==> src/rtl/che_pkg.sv <==
package che_pkg;

  localparam int unsigned DEF_ALPHABET_SIZE = 256;
  localparam int unsigned DEF_MAX_LENGTH    = 32;

  localparam int unsigned SYM_W  = 8;
  localparam int unsigned LEN_FW = 6;
  localparam int unsigned ORD_W  = 9;
  localparam int unsigned CODE_W = 32;

  typedef enum logic [1:0] {
    CMD_LOAD   = 2'd0,
    CMD_ASSIGN = 2'd1,
    CMD_ENCODE = 2'd2,
    CMD_FINISH = 2'd3
  } cmd_e;

  typedef enum logic [1:0] {
    S_IDLE,
    S_ASSIGN,
    S_ORD,
    S_CODE
  } state_e;

  typedef struct packed {
    cmd_e               cmd;
    logic [SYM_W-1:0]   symbol;
    logic [LEN_FW-1:0]  code_length;
    logic [ORD_W-1:0]   first_ordinal;
    logic [CODE_W-1:0]  first_code;
  } in_item_t;

  typedef struct packed {
    logic [CODE_W-1:0]  code_bits;
    logic [LEN_FW-1:0]  bit_count;
  } out_item_t;

endpackage

==> src/rtl/che_len_search.sv <==
module che_len_search #(
  parameter int unsigned MAX_LENGTH = che_pkg::DEF_MAX_LENGTH,
  localparam int unsigned LIDX_W    = $clog2(MAX_LENGTH),
  localparam int unsigned LEN_W     = $clog2(MAX_LENGTH + 1)
) (
  input  logic                      clk_i,
  input  logic                      wr_en_i,
  input  logic [LIDX_W-1:0]         wr_idx_i,
  input  logic [che_pkg::ORD_W-1:0] wr_ord_i,
  input  logic [che_pkg::ORD_W-1:0] ord_i,
  input  logic [LEN_W-1:0]          max_len_i,
  output logic [LEN_W-1:0]          len_o
);
  import che_pkg::*;

  // Shadow of each row's first ordinal; one comparator lane per length below MAX_LENGTH.
  logic [ORD_W-1:0] bank_q [MAX_LENGTH];

  always_ff @(posedge clk_i) begin
    if (wr_en_i) begin
      bank_q[wr_idx_i] <= wr_ord_i;
    end
  end

  // Shortest length whose successor row starts above the ordinal, capped at max_len.
  always_comb begin
    len_o = LEN_W'(MAX_LENGTH);
    for (int k = int'(MAX_LENGTH) - 1; k >= 1; k--) begin
      if (k >= int'(max_len_i) || ord_i < bank_q[LIDX_W'(k)]) begin
        len_o = LEN_W'(k);
      end
    end
  end

endmodule

==> src/rtl/canonical_huffman_encoder.sv <==
// Load and finish transactions complete in the idle state; a finish result is registered as it is accepted.
// Assign reads the length's row, then writes back the symbol and row memories.
// Encode steps through a symbol memory read, a length search plus row memory read, and a code add.
// Encodes do not overlap: input is taken only in idle, after the code stage registers; a held
// result stalls the code stage. Reset clears the control state and sets max_code_len to 1;
// the symbol and row memories hold undefined contents until written, with no clearing pass.
module canonical_huffman_encoder #(
  parameter int unsigned ALPHABET_SIZE = che_pkg::DEF_ALPHABET_SIZE,
  parameter int unsigned MAX_LENGTH    = che_pkg::DEF_MAX_LENGTH
) (
  input  logic                       clk_i,
  input  logic                       rst_ni,
  input  logic                       cfg_we_i,
  input  logic [che_pkg::LEN_FW-1:0] cfg_wdata_i,
  input  logic                       in_valid_i,
  output logic                       in_ready_o,
  input  che_pkg::in_item_t          in_data_i,
  output logic                       out_valid_o,
  input  logic                       out_ready_i,
  output che_pkg::out_item_t         out_data_o
);
  import che_pkg::*;

  localparam int unsigned SIDX_W = $clog2(ALPHABET_SIZE);
  localparam int unsigned LIDX_W = $clog2(MAX_LENGTH);
  localparam int unsigned LEN_W  = $clog2(MAX_LENGTH + 1);

  typedef struct packed {
    logic [ORD_W-1:0]  first_ordinal;
    logic [CODE_W-1:0] first_code;
    logic [ORD_W-1:0]  next_ordinal;
  } row_t;

  state_e            state_q, state_d;
  in_item_t          item_q;
  logic [LEN_FW-1:0] max_code_len_q;
  logic [LEN_W-1:0]  len_q, len_d;
  logic              out_valid_q;
  out_item_t         out_q, out_d;
  logic              out_load;

  // Symbol ordinal memory.
  logic [ORD_W-1:0]  sym_mem [ALPHABET_SIZE];
  logic [ORD_W-1:0]  sym_rdata_q;
  logic              sym_we, sym_re;
  logic [SIDX_W-1:0] sym_waddr, sym_raddr;
  logic [ORD_W-1:0]  sym_wdata;

  // Row memory: first ordinal, first code and next-ordinal counter of each length.
  row_t              row_mem [MAX_LENGTH];
  row_t              row_rdata_q;
  logic              row_we, row_re;
  logic [LIDX_W-1:0] row_waddr, row_raddr;
  row_t              row_wdata;
  logic              bank_we;

  logic              in_fire;
  logic              slot_free;
  logic              len_ok;
  logic              sym_ok;
  logic [LIDX_W-1:0] in_lidx;
  logic [SIDX_W-1:0] in_sidx;
  logic [LEN_W-1:0]  eff_max;
  logic [LEN_W-1:0]  search_len;
  logic [CODE_W-1:0] code_sum;
  logic [CODE_W-1:0] code_mask;

  assign in_fire   = in_valid_i && in_ready_o;
  assign slot_free = !out_valid_q || out_ready_i;
  assign len_ok    = (in_data_i.code_length != '0) &&
                     (32'(in_data_i.code_length) <= 32'(MAX_LENGTH));
  assign sym_ok    = 32'(in_data_i.symbol) < 32'(ALPHABET_SIZE);
  assign in_lidx   = LIDX_W'(in_data_i.code_length - LEN_FW'(1));
  assign in_sidx   = SIDX_W'(in_data_i.symbol);

  always_comb begin
    if (max_code_len_q == '0) begin
      eff_max = LEN_W'(1);
    end else if (32'(max_code_len_q) > 32'(MAX_LENGTH)) begin
      eff_max = LEN_W'(MAX_LENGTH);
    end else begin
      eff_max = LEN_W'(max_code_len_q);
    end
  end

  che_len_search #(
    .MAX_LENGTH(MAX_LENGTH)
  ) u_len_search (
    .clk_i    (clk_i),
    .wr_en_i  (bank_we),
    .wr_idx_i (row_waddr),
    .wr_ord_i (in_data_i.first_ordinal),
    .ord_i    (sym_rdata_q),
    .max_len_i(eff_max),
    .len_o    (search_len)
  );

  assign code_sum  = (CODE_W'(sym_rdata_q) - CODE_W'(row_rdata_q.first_ordinal)) +
                     row_rdata_q.first_code;
  assign code_mask = (32'(len_q) >= CODE_W) ? '1 :
                     ((CODE_W'(1) << len_q) - CODE_W'(1));

  always_comb begin
    state_d    = state_q;
    len_d      = len_q;
    in_ready_o = 1'b0;
    out_load   = 1'b0;
    out_d      = out_q;
    sym_we     = 1'b0;
    sym_waddr  = SIDX_W'(item_q.symbol);
    sym_wdata  = row_rdata_q.next_ordinal;
    sym_re     = 1'b0;
    sym_raddr  = in_sidx;
    row_we     = 1'b0;
    row_waddr  = in_lidx;
    row_wdata  = '{first_ordinal: in_data_i.first_ordinal, first_code: in_data_i.first_code,
                   next_ordinal: in_data_i.first_ordinal};
    row_re     = 1'b0;
    row_raddr  = in_lidx;
    bank_we    = 1'b0;

    case (state_q)
      S_IDLE: begin
        // Hold a finish transaction until the output register can take it.
        in_ready_o = (in_data_i.cmd != CMD_FINISH) || slot_free;
        if (in_fire) begin
          case (in_data_i.cmd)
            CMD_LOAD: begin
              if (len_ok) begin
                row_we  = 1'b1;
                bank_we = 1'b1;
              end
            end
            CMD_ASSIGN: begin
              if (len_ok && sym_ok) begin
                row_re  = 1'b1;
                state_d = S_ASSIGN;
              end
            end
            CMD_ENCODE: begin
              if (sym_ok) begin
                sym_re  = 1'b1;
                state_d = S_ORD;
              end
            end
            CMD_FINISH: begin
              out_load = 1'b1;
              out_d    = '{code_bits: '0, bit_count: LEN_FW'(eff_max)};
            end
            default: ;
          endcase
        end
      end
      S_ASSIGN: begin
        // Write the symbol's ordinal, and write the row back with its counter advanced.
        sym_we    = 1'b1;
        row_we    = 1'b1;
        row_waddr = LIDX_W'(item_q.code_length - LEN_FW'(1));
        row_wdata = '{first_ordinal: row_rdata_q.first_ordinal,
                      first_code: row_rdata_q.first_code,
                      next_ordinal: row_rdata_q.next_ordinal + ORD_W'(1)};
        state_d   = S_IDLE;
      end
      S_ORD: begin
        row_re    = 1'b1;
        row_raddr = LIDX_W'(search_len - LEN_W'(1));
        len_d     = search_len;
        state_d   = S_CODE;
      end
      S_CODE: begin
        if (slot_free) begin
          out_load = 1'b1;
          out_d    = '{code_bits: code_sum & code_mask, bit_count: LEN_FW'(len_q)};
          state_d  = S_IDLE;
        end
      end
      default: state_d = S_IDLE;
    endcase
  end

  always_ff @(posedge clk_i or negedge rst_ni) begin
    if (!rst_ni) begin
      state_q        <= S_IDLE;
      max_code_len_q <= LEN_FW'(1);
      out_valid_q    <= 1'b0;
    end else begin
      state_q <= state_d;
      if (cfg_we_i) begin
        max_code_len_q <= cfg_wdata_i;
      end
      if (out_load) begin
        out_valid_q <= 1'b1;
      end else if (out_ready_i) begin
        out_valid_q <= 1'b0;
      end
    end
  end

  always_ff @(posedge clk_i) begin
    len_q <= len_d;
    if (in_fire) begin
      item_q <= in_data_i;
    end
    if (out_load) begin
      out_q <= out_d;
    end
  end

  always_ff @(posedge clk_i) begin
    if (sym_we) begin
      sym_mem[sym_waddr] <= sym_wdata;
    end
    if (sym_re) begin
      sym_rdata_q <= sym_mem[sym_raddr];
    end
  end

  always_ff @(posedge clk_i) begin
    if (row_we) begin
      row_mem[row_waddr] <= row_wdata;
    end
    if (row_re) begin
      row_rdata_q <= row_mem[row_raddr];
    end
  end

  assign out_valid_o = out_valid_q;
  assign out_data_o  = out_q;

  a_ready_only_idle: assert property (@(posedge clk_i) disable iff (!rst_ni)
    in_ready_o |-> state_q == S_IDLE)
    else $error("input ready outside idle");

  a_assign_two_cycles: assert property (@(posedge clk_i) disable iff (!rst_ni)
    state_q == S_ASSIGN |=> state_q == S_IDLE)
    else $error("assign write-back did not return to idle");

  a_ord_to_code: assert property (@(posedge clk_i) disable iff (!rst_ni)
    state_q == S_ORD |=> state_q == S_CODE)
    else $error("length search did not advance to code stage");

  a_code_emits: assert property (@(posedge clk_i) disable iff (!rst_ni)
    (state_q == S_CODE && slot_free) |=> out_valid_q && state_q == S_IDLE)
    else $error("encode result not registered");

  a_finish_len: assert property (@(posedge clk_i) disable iff (!rst_ni)
    (in_fire && in_data_i.cmd == CMD_FINISH) |=>
      out_valid_q && out_q.code_bits == '0 &&
      out_q.bit_count == $past(LEN_FW'(eff_max)))
    else $error("finish marker wrong");

endmodule
==> config.mk <==
export PLATFORM = sky130hd
export DESIGN_NAME = canonical_huffman_encoder
export DESIGN_NICKNAME = d
export VERILOG_FILES = /design/src/rtl/che_pkg.sv /design/src/rtl/che_len_search.sv /design/src/rtl/canonical_huffman_encoder.sv
export SDC_FILE = /design/constraint.sdc
export NUM_CORES = 2
export LEC_CHECK = 0
export BUFFER_PORTS_ARGS = -buffer_cell sky130_fd_sc_hd__buf_4
export CORE_AREA = 3 3 569 571
export DETAILED_ROUTE_END_ITERATION = 8
export DIE_AREA = 0 0 572 574
export PLACE_DENSITY = 0.73
export SETUP_SLACK_MARGIN = 0.4
export SYNTH_ARGS = -nofsm -noshare
export SYNTH_HDL_FRONTEND = slang
export SYNTH_MEMORY_MAX_BITS = 65536
export SYNTH_SLANG_ARGS = --single-unit
==> constraint.sdc <==
create_clock -name clk_i -period 6.6 [get_ports clk_i]
set_input_delay 0.33 -clock clk_i [delete_from_list [all_inputs] [get_ports clk_i]]
set_output_delay 0.33 -clock clk_i [all_outputs]
set_load 0.01 [all_outputs]
==> flow_summary.ini <==
[outcome]
status = finished, final reports clean

[global_routing]
first_global_vias = 92890
grt_pass1_wl_mm = 644.9
grt_usage_pct = 26.77
grt_start_max_net_pins = 191
antenna_found_initial = 16
grt.overflow.total = 0

[yosys]
synth_top_area_share_pct = 73.67
syn_nets = 9996
yosys.area.top_type = edfxtp_1
ys_seq_area_share_pct = 73.80
synth_edf_count = 4299
syn_area_per_cell_um2 = 18.20
async_flop_share_pct = 0.2089
ys.warnings.count = 0
ys_seq_elements = 4308
netlist_top_cells_count = 4299 x edfxtp_1, 927 x nand2_1, 765 x mux4_2
ys_types = 77
synthTopCellsByArea = edfxtp_1 74%, mux4_2 9.8%, mux2i_1 4.0%
syn_area_mm2 = 0.1752
yosysMostFrequentCell = edfxtp_1
postSynthCellCount = 9629
synth_ff_type = edfxtp_1

[final_layout]
fillCellCount = 21470
nets = 10320
seq_area_mm2 = 0.1293
post_route_cells_drive_above_1_share_pct = 18.03
finalNonFillerCells = 14500
final_util_pct = 61.74
multi_input_area_mm2 = 0.04294
area_growth_pct = 12.16
fin_area_mm2 = 0.1965

[clocking]
h-tree-depth = 5
clk_latency_ns = 0.97
clock_sinks = 4308
cts_buffers = 425
tritoncts = built
cts_root_buf = clkbuf_16
cts_buffer_depth = 4
clk_pin_slew_ns = 0.06

[pwr]
p_leak_nw = 66.06
irDropWorstVdd_mv = 0.3057
finalPower_mw = 72.59
cellPowerDensity_mw_per_mm2 = 369.4

[critical_path]
crit_path_end_kind = flop
critPathLaunchType = flop
path_cells = buf_4, buf_4, ha_1, a21o_1, a2111oi_1, o21ai_1, o21ai_1, nor2_1, o21ai_0, a31oi_2, or2_2, ha_1, o31ai_1, nor4_2, xnor2_1, a21oi_4, buf_12, buf_4, mux2i_1, mux2i_1, mux2i_1, a22oi_1, o221a_1
cp_slowest_stage_delay_ns = 0.53
cpMaxStageDelayCell = a2111oi_1
critical_path_arrival_ns = 6.65
cp_max_fo = 28
required_ns = 7.26
path_class = flop to flop

[floorplanning]
initial_core_util_pct = 55.05
rows = 207
die_y_um = 574
dieWidth_um = 572
core-area_mm2 = 0.3183
die_area_mm2 = 0.3283
pin_count = 108

[detailed_routing]
dr_total_vias = 93920
dr.pass1.iters = 7
wl_per_cell_um = 30.71
final_antenna_net_count = 0
routed_wl_mm = 445.2
drc = 0
drtIter0Drc = 13540
via_per_inst = 6.479

[placed_design]
place_area_mm2 = 0.1825
portBuffers = 107
hpwl_mm = 248.0
placed_cells = 13670
gp_congestion = 0.8790
pre_cts_ws_ns = 0.4905

[timing]
rsz0062_at_grt = false
skew_ns = 0.06876
finalSetupViolCount = 0
max_freq_ghz = 0.1670
hold_viol = 0
min_period_over_period_pct = 90.75
tns_ns = 0
fin_crit_ns = 5.990
max_slew_margin_pct = 7.516
worst_slack_ns = 0.6102
holdWs_ns = 0.08840
slew_violations = 0
max_slew.worst_pin.slew_ns = 1.387

[run]
cap_violations = 0

[worst_hold_path]
min_path_type = input port to flop
## per-layer routing
layer | vias up | GRT usage, % | share of wire (%)
li1 | 38920 | - | -
met1 | 48530 | 38.05 | 38
met2 | 5564 | 42.07 | 48
met3 | 895 | 4.952 | 10
met4 | 16 | 9.326 | 3.8
met5 | - | 0 | 0.084
## final timing paths
| kind | endpoint | cells past startpoint | start | slack (ns) |
|---|---|---|---|---|
| max in group asynchronous | max_code_len_q[0]$_DFFE_PN1P_ | 3 | rst_ni | 5.84 |
| worst max register to register | sym_wdata[1]$_DFFE_PP_ | 23 | sym_rdata_q[5]$_DFFE_PP_ | 0.61 |
| min in group asynchronous | max_code_len_q[5]$_DFFE_PN0P_ | 3 | rst_ni | 0.42 |
| worst min-delay path | sym_waddr[3]$_DFFE_PP_ | 1 | in_data_i[50] | 0.09 |
| worst max-delay path | sym_wdata[1]$_DFFE_PP_ | 23 | sym_rdata_q[5]$_DFFE_PP_ | 0.61 |
| worst min register to register | state_q[0]$_DFFE_PN0P_ | 1 | state_q[0]$_DFFE_PN0P_ | 0.65 |
## cells by family (layout without fill, tap and decap cells)
kind of cell / Yosys count / count (layout) / share of synthesized area (%)
xor gates and xnor gates: 55 / 55 / 0.2749
AOI/OAI and AO/OA: 844 / 844 / 3.345
buffers and inverters: 808 / 1486 / 1.973
adders and majority gates: 299 / 299 / 2.144
other: 0 / 9 / 0
and+or+nand+nor: 1800 / 1800 / 4.309
DFF: 4308 / 4308 / 73.80
muxes: 1515 / 1515 / 14.15
## area by class of cell
cell class,count,share of cell area (%)
tap,4180,2.661
inverter,312,0.5978
timing repair buffer,394,2.190
multi-input combinational,4513,21.85
clock inverter,264,1.220
antenna,9,0.01146
sequential,4308,65.80
clock buffer,516,5.666
## sequential cells by signal (all words and copies together) (netlist names)
| name | flops |
|---|---|
| row_mem | 1600 |
| sym_waddr | 8 |
| sym_mem | 2304 |
| max_code_len_q | 6 |
| sym_wdata | 9 |
| out_data_o | 38 |
| item_q | 5 |
| state_q | 2 |
| sym_rdata_q | 9 |
| u_len_search.bank_q | 279 |
| row_rdata_q | 41 |
| out_valid_o | 1 |
| len_q | 6 |
## cell usage in the layout (no fill, tap or decap), drive strengths merged, types with 9 or more instances in the layout
| master | instances |
|---|---|
| clkinvlp | 16 |
| dlygate4sd3 | 38 |
| a22oi | 52 |
| mux2i | 703 |
| mux2 | 47 |
| xnor2 | 31 |
| o21a | 24 |
| mux4 | 765 |
| a21oi | 131 |
| clkinv | 197 |
| a31oi | 230 |
| and3 | 19 |
| edfxtp | 4299 |
| buf | 355 |
| nand2b | 36 |
| a211oi | 30 |
| a41oi | 9 |
| clkbuf | 517 |
| nand3 | 260 |
| diode | 9 |
| nor2 | 431 |
| xor2 | 24 |
| ha | 297 |
| inv | 325 |
| nor3 | 41 |
| nand4 | 9 |
| o21ai | 110 |
| o211ai | 16 |
| a22o | 101 |
| nand2 | 927 |
| o221a | 50 |
| and2 | 9 |
| a21o | 37 |
| bufinv | 38 |
| nor4 | 12 |
| nor2b | 27 |
## worst max-delay path, delay by kind of cell, from the launching register on
kind | cells | cell delay (ns)
DFF | 1 | 0.37
AOI/OAI and AO/OA | 10 | 2.21
and+or+nand+nor | 3 | 0.55
muxes | 3 | 0.58
xor gates and xnor gates | 1 | 0.24
adders and majority gates | 2 | 0.52
buffers and inverters | 4 | 1.21
## power breakdown
group          total [mW]  internal (mW)  switching (mW)
Clock                23.6           13.5            10.1
Sequential           34.2           33.7           0.458
Combinational        14.8           4.75            10.1
Total                72.6           51.9            20.7
## repair_timing
action	4_1_cts	5_1_grt
setup buffers	0	3
setup endpoints to repair	0	55
hold buffers	38	0
gates resized for setup	0	9
endpoints found under the hold margin	305	0
No activity file was read; power rests on OpenSTA's default activity.
